<file path="src/hw/rtl/altc_pkg.sv">
// shared types, constants and character tests for the assembly line token classifier
`default_nettype none
package altc_pkg;

  // line geometry
  localparam int unsigned MAX_LINE_LEN = 1024;
  localparam int unsigned SPAN_START_W = 10;
  localparam int unsigned SPAN_LEN_W   = 11;
  localparam int unsigned LINE_POS_W   = $clog2(MAX_LINE_LEN + 1);
  localparam int unsigned CLASS_W      = 4;

  // result queue geometry
  localparam int unsigned QDEPTH   = 4;
  localparam int unsigned QPTR_W   = $clog2(QDEPTH);
  localparam int unsigned QCOUNT_W = $clog2(QDEPTH + 1);

  // character codes
  localparam logic [7:0] CH_SEMI   = 8'h3B;
  localparam logic [7:0] CH_HASH   = 8'h23;
  localparam logic [7:0] CH_DOLLAR = 8'h24;
  localparam logic [7:0] CH_PCT    = 8'h25;
  localparam logic [7:0] CH_COLON  = 8'h3A;
  localparam logic [7:0] CH_COMMA  = 8'h2C;
  localparam logic [7:0] CH_DOT    = 8'h2E;
  localparam logic [7:0] CH_DQUOTE = 8'h22;
  localparam logic [7:0] CH_SQUOTE = 8'h27;
  localparam logic [7:0] CH_ZERO   = 8'h30;
  localparam logic [7:0] CH_ONE    = 8'h31;

  // token classes
  typedef enum logic [CLASS_W-1:0] {
    CL_INDENT    = 4'd0,
    CL_COMMENT   = 4'd1,
    CL_ALIAS     = 4'd2,
    CL_LABEL     = 4'd3,
    CL_DIRECTIVE = 4'd4,
    CL_INSTR     = 4'd5,
    CL_REGIDX    = 4'd6,
    CL_STR       = 4'd7,
    CL_CHAR      = 4'd8,
    CL_NUM       = 4'd9,
    CL_IMM       = 4'd10,
    CL_HEX       = 4'd11,
    CL_BIN       = 4'd12,
    CL_NONE      = 4'd15
  } tok_class_t;

  // one result beat
  typedef struct packed {
    logic [SPAN_START_W-1:0] span_start;
    logic [SPAN_LEN_W-1:0]   span_length;
    logic [CLASS_W-1:0]      token_class;
    logic                    run_last;
  } span_res_t;

  // results produced by one character, in order
  typedef struct packed {
    logic [1:0] cnt;
    span_res_t  first;
    span_res_t  second;
  } span_push_t;

  function automatic logic is_alpha(input logic [7:0] c);
    return (c >= 8'h41 && c <= 8'h5A) || (c >= 8'h61 && c <= 8'h7A);
  endfunction

  function automatic logic is_digit(input logic [7:0] c);
    return c >= 8'h30 && c <= 8'h39;
  endfunction

  function automatic logic is_word(input logic [7:0] c);
    return is_alpha(c) || c == 8'h5F;
  endfunction

  function automatic logic is_space(input logic [7:0] c);
    return c == 8'h20 || (c >= 8'h09 && c <= 8'h0D);
  endfunction

  function automatic logic is_hex(input logic [7:0] c);
    return is_digit(c) || (c >= 8'h41 && c <= 8'h46) || (c >= 8'h61 && c <= 8'h66);
  endfunction

endpackage
`default_nettype wire

</file>
<file path="src/hw/rtl/altc_in_if.sv">
// character input channel
`default_nettype none
interface altc_in_if;
  logic       valid;
  logic       ready;
  logic [7:0] char_code;
  logic       line_end;

  modport source (output valid, output char_code, output line_end, input ready);
  modport sink (input valid, input char_code, input line_end, output ready);
endinterface
`default_nettype wire

</file>
<file path="src/hw/rtl/altc_out_if.sv">
// token span result channel
`default_nettype none
interface altc_out_if;
  logic                                valid;
  logic                                ready;
  logic [altc_pkg::SPAN_START_W-1:0]   span_start;
  logic [altc_pkg::SPAN_LEN_W-1:0]     span_length;
  logic [altc_pkg::CLASS_W-1:0]        token_class;
  logic                                run_last;

  modport source (output valid, output span_start, output span_length,
                  output token_class, output run_last, input ready);
  modport sink (input valid, input span_start, input span_length,
                input token_class, input run_last, output ready);
endinterface
`default_nettype wire

</file>
<file path="src/hw/rtl/assembly_line_token_classifier.sv">
// top level: assembly line token classifier
// path: an accepted character beat is held in the input register, then its spans pass through the result queue
// throughput: one character per cycle while the result queue has room for two beats; a character
//   that yields two spans gives two output beats, absorbed by a 4-entry result queue
// reset: synchronous active-low rst_n clears the token state and the queue;
//   no token is open and position is zero after reset and after each line end
`default_nettype none
module assembly_line_token_classifier (
  input  wire logic   clk,
  input  wire logic   rst_n,
  altc_in_if.sink     in_ch,
  altc_out_if.source  out_ch
);

  logic                 room;
  altc_pkg::span_push_t push;
  altc_pkg::span_res_t  res;

  // character register and class update
  altc_core u_core (
    .clk      (clk),
    .rst_n    (rst_n),
    .in_valid (in_ch.valid),
    .in_ready (in_ch.ready),
    .in_char  (in_ch.char_code),
    .in_last  (in_ch.line_end),
    .room     (room),
    .push     (push)
  );

  // result queue
  altc_out_fifo u_fifo (
    .clk       (clk),
    .rst_n     (rst_n),
    .push      (push),
    .room      (room),
    .out_valid (out_ch.valid),
    .out_ready (out_ch.ready),
    .out_res   (res)
  );

  assign out_ch.span_start  = res.span_start;
  assign out_ch.span_length = res.span_length;
  assign out_ch.token_class = res.token_class;
  assign out_ch.run_last    = res.run_last;

endmodule
`default_nettype wire

</file>
<file path="src/hw/rtl/altc_core.sv">
// input register and per-character token class update
`default_nettype none
module altc_core (
  input  wire logic                    clk,
  input  wire logic                    rst_n,
  input  wire logic                    in_valid,
  output logic                         in_ready,
  input  wire logic [7:0]              in_char,
  input  wire logic                    in_last,
  input  wire logic                    room,
  output altc_pkg::span_push_t         push
);

  logic                                 hold_valid_r;
  logic [7:0]                           hold_char_r;
  logic                                 hold_last_r;
  logic                                 fire;

  altc_pkg::tok_class_t                 cls_r, cls_nxt, cls_mid;
  logic [altc_pkg::SPAN_START_W-1:0]    begin_r, begin_nxt, begin_mid;
  logic [altc_pkg::SPAN_LEN_W-1:0]      stop_r, stop_nxt, stop_mid, stop_adv;
  logic [altc_pkg::LINE_POS_W-1:0]      pos_r, pos_nxt, pos_inc;
  logic                                 comment_r, comment_nxt, comment_mid;

  logic                                 active;
  logic                                 restart;
  logic                                 wd;
  altc_pkg::tok_class_t                 fin;
  logic [altc_pkg::LINE_POS_W-1:0]      idx;
  logic                                 a_valid, b_valid;
  altc_pkg::span_res_t                  res_a, res_b;

  // one character is processed per cycle when the queue has room for two beats
  assign fire     = hold_valid_r && room;
  assign in_ready = !hold_valid_r || fire;

  // input register
  always_ff @(posedge clk) begin
    if (!rst_n) begin
      hold_valid_r <= 1'b0;
    end else if (in_ready) begin
      hold_valid_r <= in_valid;
    end
  end

  always_ff @(posedge clk) begin
    if (in_ready && in_valid) begin
      hold_char_r <= in_char;
      hold_last_r <= in_last;
    end
  end

  // class machine for the held character
  always_comb begin
    idx      = pos_r;
    pos_inc  = (pos_r < altc_pkg::LINE_POS_W'(altc_pkg::MAX_LINE_LEN)) ?
               pos_r + 1'b1 : pos_r;
    active   = !comment_r && (pos_r < altc_pkg::LINE_POS_W'(altc_pkg::MAX_LINE_LEN));
    wd       = altc_pkg::is_word(hold_char_r) || altc_pkg::is_digit(hold_char_r);
    cls_mid     = cls_r;
    begin_mid   = begin_r;
    stop_mid    = stop_r;
    stop_adv    = stop_r;
    comment_mid = comment_r;
    restart     = 1'b0;
    fin         = altc_pkg::CL_NONE;
    a_valid     = 1'b0;
    res_a       = '0;

    if (active) begin
      if (hold_char_r == altc_pkg::CH_SEMI) begin
        // comment opens; the token it interrupts keeps its own span
        a_valid           = (cls_r != altc_pkg::CL_NONE);
        res_a.span_start  = begin_r;
        res_a.span_length = stop_r - {1'b0, begin_r};
        res_a.token_class = cls_r;
        begin_mid   = idx[altc_pkg::SPAN_START_W-1:0];
        stop_mid    = idx + 1'b1;
        cls_mid     = altc_pkg::CL_COMMENT;
        comment_mid = 1'b1;
      end else begin
        case (cls_r)
          altc_pkg::CL_NONE: begin
            restart = 1'b1;
            if (altc_pkg::is_word(hold_char_r)) cls_mid = altc_pkg::CL_ALIAS;
            else if (altc_pkg::is_digit(hold_char_r)) cls_mid = altc_pkg::CL_NUM;
            else if (hold_char_r == altc_pkg::CH_SQUOTE) cls_mid = altc_pkg::CL_CHAR;
            else if (hold_char_r == altc_pkg::CH_DQUOTE) cls_mid = altc_pkg::CL_STR;
            else if (hold_char_r == altc_pkg::CH_HASH) cls_mid = altc_pkg::CL_IMM;
            else if (hold_char_r == altc_pkg::CH_DOLLAR) cls_mid = altc_pkg::CL_HEX;
            else if (hold_char_r == altc_pkg::CH_PCT) cls_mid = altc_pkg::CL_BIN;
            else if (altc_pkg::is_space(hold_char_r) && idx == '0)
              cls_mid = altc_pkg::CL_INDENT;
            else restart = 1'b0;
          end
          altc_pkg::CL_INDENT: begin
            restart = 1'b1;
            if (altc_pkg::is_word(hold_char_r)) cls_mid = altc_pkg::CL_INSTR;
            else if (hold_char_r == altc_pkg::CH_DOT) cls_mid = altc_pkg::CL_DIRECTIVE;
            else if (altc_pkg::is_space(hold_char_r)) restart = 1'b0;
            else cls_mid = altc_pkg::CL_NONE;
          end
          altc_pkg::CL_ALIAS: begin
            if (wd) begin
              stop_adv = stop_r + 1'b1;
            end else if (hold_char_r == altc_pkg::CH_COLON) begin
              cls_mid = altc_pkg::CL_LABEL;
            end else begin
              cls_mid = (hold_char_r == altc_pkg::CH_COMMA) ?
                        altc_pkg::CL_REGIDX : altc_pkg::CL_NONE;
              restart = 1'b1;
              fin     = altc_pkg::CL_ALIAS;
            end
          end
          altc_pkg::CL_LABEL: begin
            // the byte after the colon ends the label and may open its own span
            if (wd) cls_mid = altc_pkg::CL_INSTR;
            else if (hold_char_r == altc_pkg::CH_DOT) cls_mid = altc_pkg::CL_DIRECTIVE;
            else cls_mid = altc_pkg::CL_NONE;
            restart = (cls_mid != altc_pkg::CL_NONE);
            fin     = altc_pkg::CL_LABEL;
          end
          altc_pkg::CL_DIRECTIVE, altc_pkg::CL_INSTR, altc_pkg::CL_REGIDX: begin
            if ((cls_r == altc_pkg::CL_REGIDX) ? altc_pkg::is_word(hold_char_r) : wd) begin
              stop_adv = stop_r + 1'b1;
            end else begin
              cls_mid = altc_pkg::CL_NONE;
              restart = 1'b1;
              fin     = cls_r;
            end
          end
          altc_pkg::CL_STR, altc_pkg::CL_CHAR: begin
            stop_adv = stop_r + 1'b1;
            if (hold_char_r == ((cls_r == altc_pkg::CL_STR) ?
                                altc_pkg::CH_DQUOTE : altc_pkg::CH_SQUOTE)) begin
              cls_mid = altc_pkg::CL_NONE;
              restart = 1'b1;
              fin     = cls_r;
            end
          end
          altc_pkg::CL_NUM: begin
            if (altc_pkg::is_hex(hold_char_r)) begin
              stop_adv = stop_r + 1'b1;
            end else begin
              cls_mid = (hold_char_r == altc_pkg::CH_COMMA) ?
                        altc_pkg::CL_REGIDX : altc_pkg::CL_NONE;
              restart = 1'b1;
              fin     = altc_pkg::CL_NUM;
            end
          end
          altc_pkg::CL_IMM: begin
            if (altc_pkg::is_word(hold_char_r)) cls_mid = altc_pkg::CL_ALIAS;
            else if (altc_pkg::is_digit(hold_char_r)) cls_mid = altc_pkg::CL_NUM;
            else if (hold_char_r == altc_pkg::CH_DOLLAR) cls_mid = altc_pkg::CL_HEX;
            else if (hold_char_r == altc_pkg::CH_PCT) cls_mid = altc_pkg::CL_BIN;
            else cls_mid = altc_pkg::CL_NONE;
            restart = 1'b1;
            fin     = altc_pkg::CL_IMM;
          end
          altc_pkg::CL_HEX, altc_pkg::CL_BIN: begin
            if ((cls_r == altc_pkg::CL_HEX) ? altc_pkg::is_hex(hold_char_r) :
                (hold_char_r == altc_pkg::CH_ZERO || hold_char_r == altc_pkg::CH_ONE))
              cls_mid = altc_pkg::CL_NUM;
            else
              cls_mid = altc_pkg::CL_NONE;
            restart = 1'b1;
            fin     = cls_r;
          end
          default: begin
            cls_mid = altc_pkg::CL_NONE;
          end
        endcase

        a_valid           = (fin != altc_pkg::CL_NONE);
        res_a.span_start  = begin_r;
        res_a.span_length = stop_adv - {1'b0, begin_r};
        res_a.token_class = fin;
        stop_mid          = stop_adv;
        if (restart) begin
          begin_mid = idx[altc_pkg::SPAN_START_W-1:0];
          stop_mid  = idx + 1'b1;
        end
      end
    end

    // end of line flushes whatever is open
    b_valid           = hold_last_r && (cls_mid != altc_pkg::CL_NONE);
    res_b.span_start  = begin_mid;
    res_b.span_length = pos_inc - {1'b0, begin_mid};
    res_b.token_class = cls_mid;
    res_b.run_last    = 1'b1;
    res_a.run_last    = !b_valid;
  end

  // pack results in order
  always_comb begin
    push = '0;
    if (fire) begin
      if (a_valid) begin
        push.first  = res_a;
        push.second = res_b;
        push.cnt    = b_valid ? 2'd2 : 2'd1;
      end else if (b_valid) begin
        push.first = res_b;
        push.cnt   = 2'd1;
      end
    end
  end

  // next state
  always_comb begin
    cls_nxt     = cls_r;
    begin_nxt   = begin_r;
    stop_nxt    = stop_r;
    pos_nxt     = pos_r;
    comment_nxt = comment_r;
    if (fire) begin
      if (hold_last_r) begin
        cls_nxt     = altc_pkg::CL_NONE;
        begin_nxt   = '0;
        stop_nxt    = '0;
        pos_nxt     = '0;
        comment_nxt = 1'b0;
      end else begin
        cls_nxt     = cls_mid;
        begin_nxt   = begin_mid;
        stop_nxt    = stop_mid;
        pos_nxt     = pos_inc;
        comment_nxt = comment_mid;
      end
    end
  end

  // token state
  always_ff @(posedge clk) begin
    if (!rst_n) begin
      cls_r     <= altc_pkg::CL_NONE;
      begin_r   <= '0;
      stop_r    <= '0;
      pos_r     <= '0;
      comment_r <= 1'b0;
    end else begin
      cls_r     <= cls_nxt;
      begin_r   <= begin_nxt;
      stop_r    <= stop_nxt;
      pos_r     <= pos_nxt;
      comment_r <= comment_nxt;
    end
  end

endmodule
`default_nettype wire

</file>
<file path="src/hw/rtl/altc_out_fifo.sv">
// small result queue taking up to two beats per cycle and giving one
`default_nettype none
module altc_out_fifo (
  input  wire logic                 clk,
  input  wire logic                 rst_n,
  input  wire altc_pkg::span_push_t push,
  output logic                      room,
  output logic                      out_valid,
  input  wire logic                 out_ready,
  output altc_pkg::span_res_t       out_res
);

  altc_pkg::span_res_t                mem_r [altc_pkg::QDEPTH];
  logic [altc_pkg::QPTR_W-1:0]        wr_ptr_r, wr_ptr_nxt;
  logic [altc_pkg::QPTR_W-1:0]        rd_ptr_r, rd_ptr_nxt;
  logic [altc_pkg::QCOUNT_W-1:0]      count_r, count_nxt;
  logic [altc_pkg::QPTR_W-1:0]        wr_ptr_inc;
  logic                               pop;

  // room for a full two-beat push
  assign room      = (count_r <= altc_pkg::QCOUNT_W'(altc_pkg::QDEPTH - 2));
  assign out_valid = (count_r != '0);
  assign out_res   = mem_r[rd_ptr_r];
  assign pop       = out_valid && out_ready;
  assign wr_ptr_inc = wr_ptr_r + 1'b1;

  // pointer and count update
  always_comb begin
    wr_ptr_nxt = wr_ptr_r + altc_pkg::QPTR_W'(push.cnt);
    rd_ptr_nxt = pop ? rd_ptr_r + 1'b1 : rd_ptr_r;
    count_nxt  = count_r + altc_pkg::QCOUNT_W'(push.cnt) - altc_pkg::QCOUNT_W'(pop);
  end

  always_ff @(posedge clk) begin
    if (!rst_n) begin
      wr_ptr_r <= '0;
      rd_ptr_r <= '0;
      count_r  <= '0;
    end else begin
      wr_ptr_r <= wr_ptr_nxt;
      rd_ptr_r <= rd_ptr_nxt;
      count_r  <= count_nxt;
    end
  end

  // entry writes
  always_ff @(posedge clk) begin
    if (push.cnt != 2'd0) begin
      mem_r[wr_ptr_r] <= push.first;
    end
    if (push.cnt == 2'd2) begin
      mem_r[wr_ptr_inc] <= push.second;
    end
  end

endmodule
`default_nettype wire

</file>
<file path="src/flat_wrapper.sv">
// flat-port wrapper written by rule: the top's interface ports become plain ports
module assembly_line_token_classifier_flat 
  (clk, rst_n, in_ch_valid, in_ch_char_code, in_ch_line_end, in_ch_ready, out_ch_valid, out_ch_span_start, out_ch_span_length, out_ch_token_class, out_ch_run_last, out_ch_ready);
  altc_in_if in_ch_i ();
  altc_out_if out_ch_i ();
  input  wire logic clk;
  input  wire logic rst_n;
  input wire logic [$bits(in_ch_i.valid)-1:0] in_ch_valid;
  input wire logic [$bits(in_ch_i.char_code)-1:0] in_ch_char_code;
  input wire logic [$bits(in_ch_i.line_end)-1:0] in_ch_line_end;
  output wire logic [$bits(in_ch_i.ready)-1:0] in_ch_ready;
  output wire logic [$bits(out_ch_i.valid)-1:0] out_ch_valid;
  output wire logic [$bits(out_ch_i.span_start)-1:0] out_ch_span_start;
  output wire logic [$bits(out_ch_i.span_length)-1:0] out_ch_span_length;
  output wire logic [$bits(out_ch_i.token_class)-1:0] out_ch_token_class;
  output wire logic [$bits(out_ch_i.run_last)-1:0] out_ch_run_last;
  input wire logic [$bits(out_ch_i.ready)-1:0] out_ch_ready;
  assign in_ch_i.valid = in_ch_valid;
  assign in_ch_i.char_code = in_ch_char_code;
  assign in_ch_i.line_end = in_ch_line_end;
  assign in_ch_ready = in_ch_i.ready;
  assign out_ch_valid = out_ch_i.valid;
  assign out_ch_span_start = out_ch_i.span_start;
  assign out_ch_span_length = out_ch_i.span_length;
  assign out_ch_token_class = out_ch_i.token_class;
  assign out_ch_run_last = out_ch_i.run_last;
  assign out_ch_i.ready = out_ch_ready;
  assembly_line_token_classifier u_core (.clk(clk), .rst_n(rst_n), .in_ch(in_ch_i), .out_ch(out_ch_i));
endmodule
</file>
<file path="config.mk">
export PLATFORM = sky130hd
export DESIGN_NAME = assembly_line_token_classifier_flat
export DESIGN_NICKNAME = d
export VERILOG_FILES = /design/src/hw/rtl/altc_pkg.sv /design/src/hw/rtl/altc_in_if.sv /design/src/hw/rtl/altc_out_if.sv /design/src/hw/rtl/assembly_line_token_classifier.sv /design/src/hw/rtl/altc_core.sv /design/src/hw/rtl/altc_out_fifo.sv /design/src/flat_wrapper.sv
export SDC_FILE = /design/constraint.sdc
export NUM_CORES = 1
export LEC_CHECK = 0
export BUFFER_PORTS_ARGS = -buffer_cell sky130_fd_sc_hd__buf_2
export CAP_MARGIN = 15
export CORE_ASPECT_RATIO = 1.1
export CORE_UTILIZATION = 50
export DETAILED_ROUTE_END_ITERATION = 6
export HOLD_SLACK_MARGIN = 0.15
export MAX_ROUTING_LAYER = met4
export PLACE_DENSITY = 0.67
export SLEW_MARGIN = 20
export SYNTH_ARGS = -nofsm -noshare
export SYNTH_HDL_FRONTEND = slang
export SYNTH_SLANG_ARGS = --single-unit
</file>
<file path="constraint.sdc">
create_clock -name clk -period 6.3 [get_ports clk]
set_input_delay 0.63 -clock clk [delete_from_list [all_inputs] [get_ports clk]]
set_output_delay 0.63 -clock clk [all_outputs]
set_load 0.005 [all_outputs]
</file>
---- Word-level counts from Yosys, hierarchy flattened ----
Memory sizes are Yosys's and may differ from the RTL's. A register that Yosys moved wholly into a read port is not among the register bits.
Index checks and enable logic that the tools add are counted.
word-level totals
  bits in registers ....................... 54
  bits in writable memories ............... 104
  bits of input ports ..................... 13
  word-level logic and storage cells ...... 195
  memories ................................ 1
operators by class
  add/sub/neg operators ................... 10
  $lt $le $gt $ge ......................... 12
  equality and inequality tests ........... 31
  muxes and demuxes ....................... 95
  reductions and logical operators ........ 35
memories
  memory               depth  width  read ports  clocked after memory_dff  wr ports  RTL line             source
  u_core.u_fifo.mem_r  4      26     1           1                         2         altc_out_fifo.sv:13  altc_pkg::span_res_t mem_r [altc_pkg::QDEPTH];
operator list
  operator               count
  $mux 4                 32
  $mux 11                11
  $eq 8x6->1 const B     12
  $mux 54                1
  $pmux 11 s4            1
  $mux 10                4
  $pmux 4 s9             1
  $sub 11x10->11         3
  $le 8x7->1 const B     4
  $mux 1                 29
  $mux 28                1
  $pmux 4 s7             1
  $mux 27                1
  $mux 26                1
  $mux 25                1
  $eq 4x4->1 const B     6
  $add 11x1->11 const B  2
  $eq 4x3->1 const B     4
  $ge 8x7->1 const B     2
  $ne 4x4->1 const B     4
  $mux 15                1
  $mux 3                 5
  $logic_and 1x1->1      12
  $logic_not 11->1       1
  25 further kinds       43

---- Longest topological paths before layout ----
  depth in word-level cells ............... 25
  depth in mapped cells ................... 24
  depth with buffers taken out ............ 21

---- Modules after synthesis ----
A second synthesis with hierarchy kept.
second synthesis, totals
  cells, all modules ...................... 1042
  area total of the unflattened synthesis .. 10816.6 um2
by module, submodules not included
  module         instances  cells each  area each (um2)  sequential area each (um2)
  altc_out_fifo  1          305         5549.1           3303.2
  altc_core      1          737         5267.6           1031.0

---- Worst setup path before layout ----
No wires, ideal clock.
  path kind ............................... register to register
  from .................................... register u_core.u_core.hold_char_r[2]
  to ...................................... memory u_core.u_fifo.mem_r[1][14] (netlist name), data pin
  data arrival time ....................... 5044 ps
  data required time ...................... 6166 ps
  path slack .............................. 1122 ps
  cell stages (with the launch flop) ...... 21
  path buffers ............................ 2
  clock period less this slack ............ 5178 ps
  path through ............................ edfxtp_1 buf_2 or4b_1 o22ai_2 a311o_1 a41oi_1 a41oi_1 buf_2 mux2i_1 ha_1 nor2b_1 o21ai_0 a21oi_1 o21ai_0 a21oi_1 o21ai_0 a21oi_1 or2_2 o311ai_0 and3_1 a221o_1
RTL lines
  element                 RTL line             source
  from (decl)             altc_core.sv:15      logic [7:0] hold_char_r;
  from (signal assigned)  altc_core.sv:48      hold_char_r <= in_char;
  to (decl)               altc_out_fifo.sv:13

==> summary.md <==
| Metric | Value |
|---|---|
| Status | `finished, final reports clean` |
| Clock network latency to the later pin of the worst-skew pair | `440 ps` |
| Ports placed on the boundary | `41` |
| Largest net degree at the start of global routing | `47` |
| Maximum buffer depth of the clock tree | `2` |
| Total via count in the routed design | `8940` |
| Startpoint of the most critical hold path | `in_ch_line_end` |
| Via count of the first global-routing pass | `8299` |
| Detailed placer's ending HPWL | `21200 um` |
| Post-route core utilization | `0.561` |
| Worst vdd rail ir drop | `0.198 mV` |
| Vert. Die Dim | `155 um` |
| Last weighted congestion value of the routability-driven placer | `0.979` |
| Die area | `0.0218 mm^2` |
| Initial cell density of the core | `0.513` |
| Final Critical Period | `5820 ps` |
| Final hold violation count | `0` |
| Power density relative to cell area | `258 mW/mm^2` |
| Instance count along the most critical hold path | `1` |
| Post-layout instance count excluding filler cells | `1387` |
| Total design power | `2990 uW` |
| Worst Max-Slew Pin Slew | `962 ps` |
| Total number of clock tree sinks | `160` |
| DR iter-0 viols | `1181` |
| Fraction of post-synthesis cell area in the top cell type by area | `0.321` |
| Pre-CTS setup slack | `688 ps` |
| CTS-repair resized insts | `0` |
| Capture instance of the worst register-to-register path | `u_core.u_fifo.mem_r[2][12]` |
| H-Tree Level Count | `4` |
| Post-detailed-route via-to-cell ratio | `6.45` |
| Slowest stage cell on the critical path | `sky130_fd_sc_hd__edfxtp_1` |
| Minimum setup slack in the final design | `476 ps` |
| Number of iterations in the first detailed-routing pass | `5` |
| Required @ worst endpoint | `6480 ps` |
| CP Max Fanout | `22` |
| Critical Path Start Type | `flop` |
| Static leakage | `0.00402 uW` |
| Arrival time of the worst setup path | `6000 ps` |
| Start point of the critical path | `u_core.u_core.hold_char_r[1]` |
| Final antenna diode count | `0` |
| Total setup buffers inserted after CTS | `0` |
| Number of placed cells counting well taps | `1356` |
| CTS clk-pin slew, worst paths | `70 ps` |
| Overflow left after global routing | `0` |
| Number of nets produced by synthesis | `1153` |
| Total negative slack for setup checks | `0 ps` |
| Post-Route WL | `30200 um` |
| Clock tree from TritonCTS | `done` |
| Startpoint of the lowest-slack register-to-register path | `u_core.u_core.hold_char_r[1]` |
| Seq/Total Area, Yosys | `0.410` |
| DRC | `0` |
| Endpoint, Worst Hold | `u_core.u_core.hold_last_r` |
| Mean post-synth cell area | `9.55 um^2` |
| Peak per-stage delay on the critical path | `730 ps` |
| Max Clock Freq | `0.172 GHz` |
| Share of the cycle needed by the critical path after routing | `0.924` |
| Total clock buffers created by CTS | `17` |
| Clock skew after layout | `10.9 ps` |
| Classification of the worst setup path | `flop to flop` |
| Residual antenna-violating net count after detailed routing | `0` |
| Remaining max-slew budget at the tightest pin | `0.357` |
| Chip width | `141 um` |
| Post-CTS Hold Fix Bufs | `0` |
| Layout filler cell count | `1816` |
| Number of flip-flops and latches in the synthesized netlist | `160` |
| Synthesis warning total | `0` |
| Most frequent cells in the layout | `113 x sky130_fd_sc_hd__edfxtp_1, 95 x sky130_fd_sc_hd__nor2_1, 87 x sky130_fd_sc_hd__o22ai_1` |
| Post-Synthesis Cell Area | `0.0106 mm^2` |
| Net count of the finished layout | `1164` |
| Setup slack, reg-to-reg | `480 ps` |
| Cells traversed along the worst timing path | `or3b_2, nor2_1, a311o_1, a41oi_1, a41oi_2, mux2i_1, ha_1, nor2b_1, o21ai_0, a21oi_1, o21ai_0, a21oi_1, o21ai_0, nand2_1, xnor2_1, inv_1, a221oi_1, nor2_1` |
| Post-synth top area cell | `sky130_fd_sc_hd__edfxtp_1` |
| EDFF count, synth | `113` |
| Area growth from synthesis to layout | `9.46%` |
| Ys flop type | `sky130_fd_sc_hd__edfxtp_1` |
| Post-Syn Instances | `1108` |
| Number of antenna violations at the first check in global routing | `0` |
| Max-capacitance violation count | `0` |
| HP Class | `input port to flop` |
| Root buffer selected by CTS | `sky130_fd_sc_hd__clkbuf_16` |
| Post-synthesis async set-or-reset flop share | `0` |
| Core region area | `0.0206 mm^2` |
| Fraction of final layout cells sized beyond drive strength 1 | `0.141` |
| Average routed wire per standard cell | `21.8 um` |
| Core Rows | `55` |
| Max Transition Viols Final | `0` |
| Port buffer count | `40` |
| Most common cell after layout, fill and taps aside | `sky130_fd_sc_hd__edfxtp_1` |
| Cell seen most often among critical-path stages | `sky130_fd_sc_hd__o21ai_0` |
| Total routing usage reported by global routing | `0.295` |
| Worst setup EP type | `flop` |
| Number of distinct standard cells referenced by the synthesized netlist | `93` |
| Main area contributors after synthesis | `sky130_fd_sc_hd__edfxtp_1 32%, sky130_fd_sc_hd__dfxtp_1 8.9%, sky130_fd_sc_hd__mux4_2 5.5%` |
| First-pass GRT wire length | `47800 um` |
| Number of endpoints failing setup at the final stage | `0` |
| Number of cell instances on the worst register-to-register path | `18` |
| Unrepaired setup endpoints after global routing | `false` |
-- through the flow --
stage,cell area (um^2),hold slack (ps)
2_1_floorplan,10600,451
3_3_place_gp,11000,467
3_5_place_dp,11000,488
4_1_cts,11600,358
5_1_grt,11600,363
6_report,11600,364
-- sequential cells by signal (all words and copies together) (netlist names), named ones only --
register	flops
u_core.u_fifo.wr_ptr_r	2
u_core.u_fifo.rd_ptr_r	2
u_core.u_core.stop_r	11
u_core.u_core.hold_valid_r	1
u_core.u_core.cls_r	4
u_core.u_core.hold_last_r	1
u_core.u_core.hold_char_r	8
u_core.u_fifo.count_r	3
u_core.u_core.begin_r	10
u_core.u_core.comment_r	1
u_core.u_core.idx	11
u_core.u_fifo.mem_r	104
-- layer usage --
layer	GRT usage	part of all wire	vias to the layer above
li1	-	-	4181
met1	0.382	0.42	4216
met2	0.465	0.47	471
met3	0.0443	0.077	72
met4	0.120	0.032	0
met5	-	0	-
-- logic make-up after synthesis --
group                    Yosys count  share of synthesized area
AO/OA/AOI/OAI                    341                      0.216
XOR/XNOR                          48                     0.0404
adder cells (fa/ha/maj)           32                     0.0400
buffers and inverters            127                     0.0508
flip-flops                       160                      0.410
multiplexers                      47                     0.0755
AND/OR/NAND/NOR                  353                      0.167
-- critical path: cells and delay by family, from the launching register on --
| family | cells | cell delay, ps |
|---|---|---|
| XOR/XNOR | 1 | 480 |
| AO/OA/AOI/OAI | 9 | 2090 |
| AND/OR/NAND/NOR | 5 | 1180 |
| buffers and inverters | 1 | 150 |
| multiplexers | 1 | 580 |
| flip-flops | 1 | 730 |
| adder cells (fa/ha/maj) | 1 | 340 |
-- final cells by class --
class	count	area, um^2	share of cell area
Multi-Input combinational cell	821	5730	0.495
Sequential cell	160	4340	0.374
Timing Repair Buffer	72	440	0.0380
Clock buffer	17	425	0.0367
Tap cell	256	320	0.0276
Inverter	47	176	0.0152
Clock inverter	14	155	0.0134
-- synth_stat cells (8+ instances only) --
master	instances
sky130_fd_sc_hd__xnor2_1	28
sky130_fd_sc_hd__nand2b_1	14
sky130_fd_sc_hd__ha_1	29
sky130_fd_sc_hd__xor2_1	19
sky130_fd_sc_hd__a21o_1	8
sky130_fd_sc_hd__nor3_1	17
sky130_fd_sc_hd__clkbuf_1	54
sky130_fd_sc_hd__a22oi_1	18
sky130_fd_sc_hd__buf_2	16
sky130_fd_sc_hd__a21oi_1	70
sky130_fd_sc_hd__and2_1	26
sky130_fd_sc_hd__mux2i_1	18
sky130_fd_sc_hd__nand2_1	83
sky130_fd_sc_hd__nand3_1	22
sky130_fd_sc_hd__and3_1	16
sky130_fd_sc_hd__mux4_2	26
sky130_fd_sc_hd__edfxtp_1	113
sky130_fd_sc_hd__o21ai_0	58
sky130_fd_sc_hd__dfxtp_1	47
sky130_fd_sc_hd__nor2_1	96
sky130_fd_sc_hd__o22ai_1	87
sky130_fd_sc_hd__inv_1	46
sky130_fd_sc_hd__nor2b_1	32
-- power by group --
part | switching, uW | internal [uW] | leakage [uW]
logic | 366 | 313 | 0.00237
registers | 81.7 | 1180 | 0.00137
clock network | 459 | 589 | 0.000277
total | 907 | 2080 | 0.00402
-- how the worst max path moves through the flow --
stage | endpoint | slack, ps | cells past startpoint
after floorplan | u_core.u_fifo.mem_r[1][14] | 1120 | 20
after global placement | u_core.u_fifo.mem_r[2][13] | 810 | 18
after detailed placement | u_core.u_fifo.mem_r[2][13] | 690 | 18
after CTS | u_core.u_fifo.mem_r[2][12] | 620 | 18
after global routing | u_core.u_fifo.mem_r[2][12] | 50 | 18
final | u_core.u_fifo.mem_r[2][12] | 480 | 18
(Power assumes the default switching activity.)
